===== config.mk =====
export PLATFORM = sky130hd
export DESIGN_NAME = six_channel_interval_timer
export DESIGN_NICKNAME = d
export VERILOG_FILES = /design/src/scit_pkg.sv /design/src/scit_channel.sv /design/src/six_channel_interval_timer.sv
export VERILOG_INCLUDE_DIRS = /design/src /design/src/src
export SDC_FILE = /design/constraint.sdc
export NUM_CORES = 1
export LEC_CHECK = 0
export ABC_AREA = 1
export BUFFER_PORTS_ARGS = -buffer_cell sky130_fd_sc_hd__buf_2
export CAP_MARGIN = 20
export CORE_MARGIN = 8
export CORE_UTILIZATION = 40
export DETAILED_ROUTE_END_ITERATION = 8
export PLACE_DENSITY_LB_ADDON = 0.3
export SYNTH_ARGS = -nofsm -noshare
export SYNTH_HDL_FRONTEND = slang
export SYNTH_SLANG_ARGS = --single-unit

===== constraint.sdc =====
create_clock -name clock -period 5.15 [get_ports clock]
set_input_delay 0.7725 -clock clock [delete_from_list [all_inputs] [get_ports clock]]
set_output_delay 0.7725 -clock clock [all_outputs]
set_load 0.02 [all_outputs]

===== src/six_channel_interval_timer_defines.svh =====
// ---------------------------------------------------------------------------
// Six channel interval timer assertion macros
// Shared concurrent assertion forms used by the timer RTL.
// ---------------------------------------------------------------------------
`ifndef SIX_CHANNEL_INTERVAL_TIMER_DEFINES_SVH
`define SIX_CHANNEL_INTERVAL_TIMER_DEFINES_SVH

// Antecedent and consequent in the same cycle.
`define SCIT_ASSERT_SAME(label, clk, rst, ante, cons, msg) \
   label: assert property (@(posedge clk) disable iff (rst) (ante) |-> (cons)) \
      else $error(msg);

// Consequent in the cycle after the antecedent.
`define SCIT_ASSERT_NEXT(label, clk, rst, ante, cons, msg) \
   label: assert property (@(posedge clk) disable iff (rst) (ante) |=> (cons)) \
      else $error(msg);

`endif


===== src/scit_pkg.sv =====
// ---------------------------------------------------------------------------
// Six channel interval timer package
// Request codes and the control bundle sent to each timer channel.
// ---------------------------------------------------------------------------
package scit_pkg;

   // Request type codes carried on the request channel.
   localparam logic REQ_POLL = 1'b0;
   localparam logic REQ_SET  = 1'b1;

   // Per-channel strobes for the cycle in which a request is executed.
   typedef struct packed {
      logic set_en;
      logic poll_en;
   } scit_chan_ctrl_type;

endpackage


===== src/scit_channel.sv =====
// ---------------------------------------------------------------------------
// Interval timer channel
// Holds start time, period and mode of one channel and checks expiry.
// ---------------------------------------------------------------------------
module scit_channel #(
   parameter int TIME_BITS = 32
) (
   input  logic                           clock,
   input  logic                           reset,
   input  scit_pkg::scit_chan_ctrl_type   ctrl,
   input  logic [TIME_BITS-1:0]           period,
   input  logic                           one_shot,
   input  logic [TIME_BITS-1:0]           now,
   output logic                           fired
);
   import scit_pkg::*;

   logic [TIME_BITS-1:0] start_ff;
   logic [TIME_BITS-1:0] start_in;
   logic [TIME_BITS-1:0] interval_ff;
   logic [TIME_BITS-1:0] interval_in;
   logic                 single_ff;
   logic                 single_in;
   logic [TIME_BITS-1:0] deadline;
   logic                 expired;

   // The deadline wraps at the time width, exactly like the time input itself.
   assign deadline = start_ff + interval_ff;
   assign expired  = (interval_ff != '0) && (now > deadline);
   assign fired    = ctrl.poll_en && expired;

   always_comb begin
      start_in    = start_ff;
      interval_in = interval_ff;
      single_in   = single_ff;
      if (ctrl.set_en) begin
         start_in    = now;
         interval_in = period;
         single_in   = one_shot;
      end else if (fired) begin
         if (single_ff) begin
            interval_in = '0;
         end else begin
            start_in = now;
         end
      end
   end

   always_ff @(posedge clock) begin
      if (reset) begin
         start_ff    <= '0;
         interval_ff <= '0;
         single_ff   <= 1'b0;
      end else begin
         start_ff    <= start_in;
         interval_ff <= interval_in;
         single_ff   <= single_in;
      end
   end

endmodule


===== src/six_channel_interval_timer.sv =====
// ---------------------------------------------------------------------------
// Six channel interval timer
// Bank of one-shot or periodic interval timers polled with the current time.
// ---------------------------------------------------------------------------
//  Port group   Direction  Contents
//  req_*        in         request: poll with time, or set one channel
//  rsp_*        out        mask of the channels that fired on a poll
//
// One transaction is accepted every clock unless both registers are full and the
// response is stalled; its response is held in the response register until taken.
// All channels are checked in parallel while the request sits in the request
// register, and the mask is captured in the response register when it advances.
// Reset clears every channel to disabled, periodic, start time zero.
// A stalled response holds the request register; requests stop only when both
// registers are full and the response is stalled.
// ---------------------------------------------------------------------------
`include "six_channel_interval_timer_defines.svh"

module six_channel_interval_timer #(
   parameter int CHANNELS  = 6,
   parameter int TIME_BITS = 32
) (
   input  logic                clock,
   input  logic                reset,
   input  logic                req_valid,
   output logic                req_ready,
   input  logic                req_type,
   input  logic [2:0]          req_channel,
   input  logic [31:0]         req_period,
   input  logic                req_one_shot,
   input  logic [31:0]         req_now,
   output logic                rsp_valid,
   input  logic                rsp_ready,
   output logic [CHANNELS-1:0] rsp_fired_mask
);
   import scit_pkg::*;

   logic                 s1_valid_ff;
   logic                 s1_valid_in;
   logic                 s1_type_ff;
   logic [2:0]           s1_channel_ff;
   logic [31:0]          s1_period_ff;
   logic                 s1_one_shot_ff;
   logic [31:0]          s1_now_ff;
   logic                 rsp_valid_ff;
   logic                 rsp_valid_in;
   logic [CHANNELS-1:0]  mask_ff;
   logic                 advance;
   logic [TIME_BITS-1:0] period_t;
   logic [TIME_BITS-1:0] now_t;
   logic [CHANNELS-1:0]  fired;
   scit_chan_ctrl_type   ctrl [CHANNELS];

   // A request executes when the response register is empty or being drained.
   assign advance   = s1_valid_ff && (!rsp_valid_ff || rsp_ready);
   assign req_ready = !s1_valid_ff || advance;

   assign s1_valid_in  = (req_valid && req_ready) || (s1_valid_ff && !advance);
   assign rsp_valid_in = advance || (rsp_valid_ff && !rsp_ready);

   assign period_t = TIME_BITS'(s1_period_ff);
   assign now_t    = TIME_BITS'(s1_now_ff);

   always_ff @(posedge clock) begin
      if (reset) begin
         s1_valid_ff  <= 1'b0;
         rsp_valid_ff <= 1'b0;
      end else begin
         s1_valid_ff  <= s1_valid_in;
         rsp_valid_ff <= rsp_valid_in;
      end
   end

   always_ff @(posedge clock) begin
      if (req_valid && req_ready) begin
         s1_type_ff     <= req_type;
         s1_channel_ff  <= req_channel;
         s1_period_ff   <= req_period;
         s1_one_shot_ff <= req_one_shot;
         s1_now_ff      <= req_now;
      end
      if (advance) begin
         mask_ff <= fired;
      end
   end

   for (genvar i = 0; i < CHANNELS; i++) begin : g_chan
      // A channel number with no matching timer selects nothing.
      assign ctrl[i].set_en  = advance && (s1_type_ff == REQ_SET)
                               && (5'(s1_channel_ff) == 5'(i));
      assign ctrl[i].poll_en = advance && (s1_type_ff == REQ_POLL);

      scit_channel #(
         .TIME_BITS (TIME_BITS)
      ) u_channel (
         .clock    (clock),
         .reset    (reset),
         .ctrl     (ctrl[i]),
         .period   (period_t),
         .one_shot (s1_one_shot_ff),
         .now      (now_t),
         .fired    (fired[i])
      );
   end

   assign rsp_valid      = rsp_valid_ff;
   assign rsp_fired_mask = mask_ff;

   `SCIT_ASSERT_NEXT(a_set_zero_mask, clock, reset,
      advance && (s1_type_ff == REQ_SET), mask_ff == '0,
      "set transaction produced a nonzero fired mask")
   `SCIT_ASSERT_SAME(a_full_blocks, clock, reset,
      s1_valid_ff && rsp_valid_ff && !rsp_ready, !req_ready,
      "request accepted while both stages were full and stalled")
   `SCIT_ASSERT_NEXT(a_accept_loads, clock, reset,
      req_valid && req_ready, s1_valid_ff,
      "accepted request did not reach the request register")

endmodule


==> impl_metrics.ini, run 1 <==
[clocking]
tritoncts_buffers = 54
cts_hold_buffers = 0
cts.reportedPaths.clkPinSlew_ns = 0.06
cts.htree.levels = 2
cts_setup_buffers = 0
clock_tree_from_tritoncts = done
cts-resized-gates = 0
cts.sink_count = 467
clk_path_buf_depth = 3
insertion_delay_ns = 0.63
cts_root_buffer = clkbuf_16

[worst_setup_path]
cp_slowest_cell = o21ai_0
timing.critical_path.cells = ha_1, inv_1, fa_1, o21ai_0, a21oi_1, o21ai_0, nand4_1, nand2_1, xor2_1, ha_1, nand2_1, nor2_1, nand4_1, nor2_1, nand2_1, inv_1, nand2_1, nand2_1, nand3_1, buf_4, nand3_1, a21oi_1
crit_type = register to register
critical-path-top-cell-by-count = nand2_1
timing.critical_path.buf_inv = 3
timing.critical_path.to_type = register
worstPathMaxFanout = 21
worst_setup_path_startpoint = g_chan[1].u_channel.interval_ff[0]$_SDFFE_PP0P_
critPathMaxStageDelay_ns = 0.54
critical-path-top-delay-family = simple AND/OR/NAND/NOR gates
startpoint_type = register
arr_time_crit_path_ns = 5.20
timing.critical_path.required_ns = 5.61
rr_startpoint = g_chan[1].u_channel.interval_ff[0]$_SDFFE_PP0P_

[place]
port-buffer-count = 80
dp.final_hpwl_um = 87600
place.gp.congestion = 0.965

[detailed_routing]
totalWireLength_um = 121000
antenna_left = 0
drt-vias-per-instance = 5.51
vias = 32200
iteration_0_drc_markers = 2927
drc = 0
drt-wirelength-per-cell_um = 20.7
detail_route.first_pass.iterations = 6

[grt]
grt_max_degree = 170
grt_first_pass_wirelength_um = 182000
grt_antenna_before_repair = 4
grtUsageTotal_pct = 25.7
grt_overflow_total = 0
vias_in_the_first_global_route = 29700

[cells_and_area]
antennaDiodeCount = 0
utilization_pct = 44.4
num-nets-final = 5186
multiInputGateArea_um2 = 20400
layout.filler_cells = 8422
layout.area.seq_um2 = 10100
syn2layout_area_growth_pct = 10.3
drive_above_1_share_pct = 5.51

[sta]
final_period_minus_worst_setup_slack_ns = 4.74
rsz0062_at_grt = false
timing_max_transition_violations_final = 0
fmax_ghz = 0.211
setup_tns_ns = 0
final-hold-violation-count = 0
worst_clock_skew_ns = 0.0246
slew_headroom_pct = 22.1
tightestPinTransition_ns = 1.17
min_period_over_period_pct = 92.0
setup_viol = 0

[synth]
synth-seq-cells = 467
post_synthesis_cell_type_count = 37
postSynthNetCount = 5154
synth_enable_flop_cells = 75
synth.avg_cell_area_um2 = 7.01
post_synth_instance_area_um2 = 32900
yosys_warning_total = 0
synthCells = 4697
share_of_the_yosys_chip_area_belonging_to_registers_pct = 30.7
synth-async-reset-ratio_pct = 0
main_flop_type_after_synthesis = dfxtp_1

[pwr]
total_leakage_power_nw = 16.0
post-layout-total-power_mw = 8.98
max-vdd-ir-drop_mv = 0.214
power_density_nw_per_um2 = 247

[run_status]
status = finished, final reports clean

[floorplan]
die-area_um2 = 91800
io_pins = 81
die_w_um = 303
floorplan.rows = 105
core-area_um2 = 81800
die_height_um = 303
start_util_pct = 40.2

[worst_hold_path]
hp-class = primary input to register
worstHoldStart = req_period[28]

[run]
maxCapViolCount = 0
==> report_power, final <==
group / internal, mW / leakage [nW] / switching, mW / total [mW]
registers: 3.81 / 3.90 / 0.228 / 4.04
logic: 0.349 / 11.2 / 0.604 / 0.954
clock network: 2.27 / 0.877 / 1.71 / 3.98
total: 6.44 / 16.0 / 2.54 / 8.98
==> sequential cells by signal, indices dropped and copies added (netlist names) <==
register,flops
now_t,32
rsp_fired_mask,6
s1_type_ff,1
s1_one_shot_ff,1
g_chan.u_channel.start_ff,192
g_chan.u_channel.single_ff,6
s1_channel_ff,3
s1_valid_ff,1
period_t,32
rsp_valid,1
g_chan.u_channel.interval_ff,192
==> path summary, 6_finish.rpt <==
path                                                      end  slack, ns  cells past startpoint
min reg2reg      g_chan[4].u_channel.start_ff[6]$_SDFFE_PP0P_       0.47                      2
max          g_chan[1].u_channel.interval_ff[19]$_SDFFE_PP0P_       0.41                     22
max reg2reg  g_chan[1].u_channel.interval_ff[19]$_SDFFE_PP0P_       0.41                     22
min                                    period_t[28]$_DFFE_PP_       0.31                      1
==> logic make-up after synthesis <==
group           Yosys count  share of synthesized area, %
xor+xnor                180                          4.79
simple gates           2037                          26.0
flops                   467                          30.7
compound gates         1009                          16.4
buf+inv                 620                          7.45
fa+ha+maj               384                          14.7
==> synth_stat cells (75+ instances only) <==
master    instances  area (um2)
o21ai_0         163         816
edfxtp_1         75        2250
nor2_1          484        1820
xor2_1           81         709
nand2_1         973        3650
nand3_1         458        2290
a21oi_1         714        3570
ha_1            378        4730
clkbuf_1         88         330
dfxtp_1         392        7850
xnor2_1          99         867
inv_1           438        1640
==> metal layers <==
| layer | part of all wire, % | global-route usage (%) |
|---|---|---|
| met3 | 7.4 | 3.22 |
| met4 | 3.2 | 7.84 |
| met5 | 0 | 0 |
| met1 | 46 | 36.0 |
| met2 | 44 | 40.9 |
==> cell usage in the layout, fill, tap and decap left out, types with 3 or more instances in the layout <==
cell,Yosys,final
nand3b_1,12,12
buf_12,0,6
nor3_1,36,36
o21ai_0,163,163
o21bai_1,37,37
a21oi_1,714,714
buf_4,3,63
dfxtp_1,392,392
edfxtp_1,75,75
fa_1,6,6
o221ai_1,14,14
nor2_1,484,483
nand2_1,973,973
buf_2,69,79
o2111ai_1,6,6
and2_1,3,3
a21o_1,27,27
o21a_1,19,19
clkbuf_1,88,9
clkbuf_16,0,56
inv_2,9,9
xor2_1,81,81
clkinv_4,0,6
clkinv_2,0,9
inv_1,438,436
nand3_1,458,458
nand2_2,4,4
nor4_1,19,19
clkbuf_8,0,9
nand4_1,40,40
clkinvlp_4,0,8
nor3_4,4,4
a21boi_0,20,20
bufinv_16,0,3
o211ai_1,6,6
ha_1,378,378
xnor2_1,99,99
==> final cells by class <==
type,count,area share (%)
multi-input cells,3610,56.1
inverters,447,4.63
flip-flops and latches,467,27.8
well taps,1070,3.68
clock buffers,73,4.25
repair buffers,149,2.76
clock inverters,29,0.795
==> through the flow <==
step           std cells  setup WS, ns  hold slack (ns)  cell area, um2
2_1_floorplan       4697          1.59            0.444           32900
3_3_place_gp        5743         0.701            0.454           34500
3_5_place_dp        5743         0.606            0.459           34500
4_1_cts             5845         0.549            0.286           36300
5_1_grt             5845         0.129            0.299           36300
6_report            5845         0.414            0.315           36300
Note: power is estimated with default switching activity, not from simulation.
==> run 2: changes to the inputs <==
ABC_AREA = default   (was 1)
==> run 2 against run 1 <==
Maximum frequency is 5.0% lower. Die area is 7.9% lower. Via count is 21% lower. Core utilization is 1.3 points higher. First-iteration DRC count is 47% lower. Flip-flop and latch count stayed put. Sequential power is 2% lower. Global-route usage is 5.3 points lower. Clock skew is 0.0027 ns lower. Count of clock-buffer cells in the layout stayed put. Non-clock buffer count is 11 higher. Total power is 2.1% lower. Largest power group is now the clock network.
==> impl_metrics.ini, run 2 <==
[detailed_routing]
antenna_left = 0
drt-vias-per-instance = 5.70
iteration_0_drc_markers = 1556
detail_route.first_pass.iterations = 6
drc = 0
vias = 25400
drt-wirelength-per-cell_um = 20.2
totalWireLength_um = 90000

[synth]
post_synthesis_cell_type_count = 97
synth-async-reset-ratio_pct = 0
synth_compound_gate_area_share_pct = 21.2
post_synth_instance_area_um2 = 30200
synth.area.top_cells = dfxtp_1 26%, ha_1 16%, edfxtp_1 7.5%
yosys_warning_total = 0
postSynthNetCount = 3799
synth_largest_type_area_fraction_pct = 26.0
synth_top_area_cell = dfxtp_1
yosys.cell_count.top_type = dfxtp_1
synth_mux_area_share_pct = 5.47
synth_fa_ha_area_share_pct = 16.1
synth_simple_gate_area_share_pct = 15.8
synth.avg_cell_area_um2 = 9.03
dominant_combinational_cell_family_by_area_after_synthesis = compound AO/OA/AOI/OAI gates
synth_common_cells = 392 x dfxtp_1, 378 x ha_1, 341 x a21oi_1
share_of_the_yosys_chip_area_belonging_to_registers_pct = 33.5
main_flop_type_after_synthesis = dfxtp_1
synth-seq-cells = 467
synth_xor_area_share_pct = 4.99
synth_enable_flop_cells = 75
synthCells = 3342

[worst_setup_path]
critical-path-top-delay-family = compound AO/OA/AOI/OAI gates
timing.critical_path.cells = ha_1, and4_1, and4_1, o2111ai_1, nand3_1, o22ai_1, o21ai_1, o41ai_2, and3b_1, nor3_2, ha_1, a21o_1, a21o_1, a21oi_1, o21ai_0, a221oi_2, o31ai_4, buf_4, clkbuf_16, mux2i_1, nor2_1
timing.critical_path.required_ns = 5.61
startpoint_type = register
arr_time_crit_path_ns = 5.45
worstPathMaxFanout = 8
crit_type = register to register
cp_slowest_cell = o41ai_2
timing.critical_path.to_type = register
critPathMaxStageDelay_ns = 0.44
timing.critical_path.buf_inv = 2
rr_startpoint = g_chan[3].u_channel.interval_ff[15]$_SDFFE_PP0P_
worst_setup_path_startpoint = g_chan[3].u_channel.interval_ff[15]$_SDFFE_PP0P_

[cells_and_area]
largest_registers = g_chan.u_channel.interval_ff x192, g_chan.u_channel.start_ff x192
multiInputGateArea_um2 = 19300
syn2layout_area_growth_pct = 12.8
num-nets-final = 3891
layout_commonest_cell = dfxtp_1
utilization_pct = 45.7
drive_above_1_share_pct = 9.49
antennaDiodeCount = 0
most_frequent_cells_in_the_layout = 392 x dfxtp_1, 377 x ha_1, 339 x a21oi_1, 286 x nand2_1, 272 x nor2_1
layout.area.seq_um2 = 10100
layout.filler_cells = 7256

[pwr]
combinationalPowerShare_pct = 8.6
internal_power_mw = 6.54
power_density_nw_per_um2 = 258
max-vdd-ir-drop_mv = 0.232
switching_share_pct = 25.6
power.sequential.fraction_pct = 45.1
total_leakage_power_nw = 14.4
share_clk_of_total_power_pct = 46.3
power_switching_mw = 2.25

[clocking]
clock_tree_from_tritoncts = done
tritoncts_buffers = 54
cts.htree.levels = 2
cts.reportedPaths.clkPinSlew_ns = 0.07
clk_path_buf_depth = 3
cts_root_buffer = clkbuf_16
insertion_delay_ns = 0.61
cts.sink_count = 467

[sta]
timing_max_transition_violations_final = 0
tightestPinTransition_ns = 1.06
fmax_ghz = 0.201
setup_viol = 0
finalHoldWorstSlack_ns = 0.333
min_period_over_period_pct = 96.8
final-hold-violation-count = 0
final_period_minus_worst_setup_slack_ns = 4.98
worst_clock_skew_ns = 0.0219
slew_headroom_pct = 29.0

[grt]
grt_antenna_before_repair = 0
grt_first_pass_wirelength_um = 139000
grt_overflow_total = 0
vias_in_the_first_global_route = 24700
grt_max_degree = 130
grtUsageTotal_pct = 20.3

[place]
port-buffer-count = 80
dp.final_hpwl_um = 66200
place.gp.congestion = 0.904

[floorplan]
die_height_um = 291
die_w_um = 291
io_pins = 81
start_util_pct = 40.5
core-area_um2 = 74600
floorplan.rows = 100
die-area_um2 = 84500

[run]
maxCapViolCount = 0

[worst_hold_path]
hp-class = primary input to register
worstHoldStart = req_period[30]

[run_status]
status = finished, final reports clean
-- run 2: cell count changes after synthesis, moves of 59 or more --
cell      before  now
nand2b_1       0   94
nand3_1      458   67
a22o_1         0   66
nor2_1       484  275
inv_1        438   75
a21oi_1      714  341
nand2_1      973  287
buf_2         69   10
mux2i_1        0  165
a21o_1        27  151
-- run 2: metal layers --
layer	track usage [%]	share of wire, %	vias up
met5	0	0	-
li1	-	-	12500
met2	34.1	46	661
met4	6.50	3.2	0
met1	27.1	46	12000
met3	2.41	5.2	176
-- run 2: area by class of cell --
| class | count | area share [%] |
|---|---|---|
| Inverter | 77 | 0.849 |
| Clock inverter | 28 | 1.00 |
| Clock buffer | 73 | 4.45 |
| Tap cell | 969 | 3.56 |
| Sequential cell | 467 | 29.7 |
| Timing Repair Buffer | 160 | 3.75 |
| Multi-Input combinational cell | 2674 | 56.7 |
-- run 2: cell families after synthesis --
group / after synthesis
AO/OA/AOI/OAI: 964
XOR/XNOR: 172
adder cells (fa/ha/maj): 384
buffers and inverters: 201
flip-flops: 467
multiplexers: 165
AND/OR/NAND/NOR: 989
-- run 2: repair_timing --
action,in CTS,in global routing
setup buffers,0,4
gates resized for setup,0,23
hold buffers,0,0
setup endpoints to repair,0,326
-- run 2: power groups by stage --
stage | clock, mW | combinational, mW | sequential, mW
6_report | 4.07 | 0.757 | 3.96
5_1_grt | 4.31 | 0.847 | 3.97
4_1_cts | 4.15 | 0.748 | 3.96
3_5_place_dp | 0 | 0.744 | 4.04
3_3_place_gp | 0 | 0.732 | 4.04
2_1_floorplan | 0 | 0.515 | 3.95
-- run 2: final timing paths --
kind / endpoint / slack [ns] / depth (start not counted)
min reg2reg: g_chan[4].u_channel.start_ff[22]$_SDFFE_PP0P_ / 0.47 / 2
max reg2reg: g_chan[3].u_channel.start_ff[13]$_SDFFE_PP0P_ / 0.17 / 21
min: period_t[30]$_DFFE_PP_ / 0.33 / 1
max: g_chan[3].u_channel.start_ff[13]$_SDFFE_PP0P_ / 0.17 / 21
-- run 2: stage by stage --
stage	TNS [ns]	total power [mW]	setup slack (ns)	instances	cell area, um2
finish	0	8.79	0.167	4448	34100
global route	-0.0598	9.12	-0.0129	4448	34100
CTS	0	8.85	0.122	4440	33800
detailed placement	0	4.78	0.154	4339	32000
global placement	0	4.77	0.229	4339	32000
floorplan	0	4.46	0.877	3342	30200
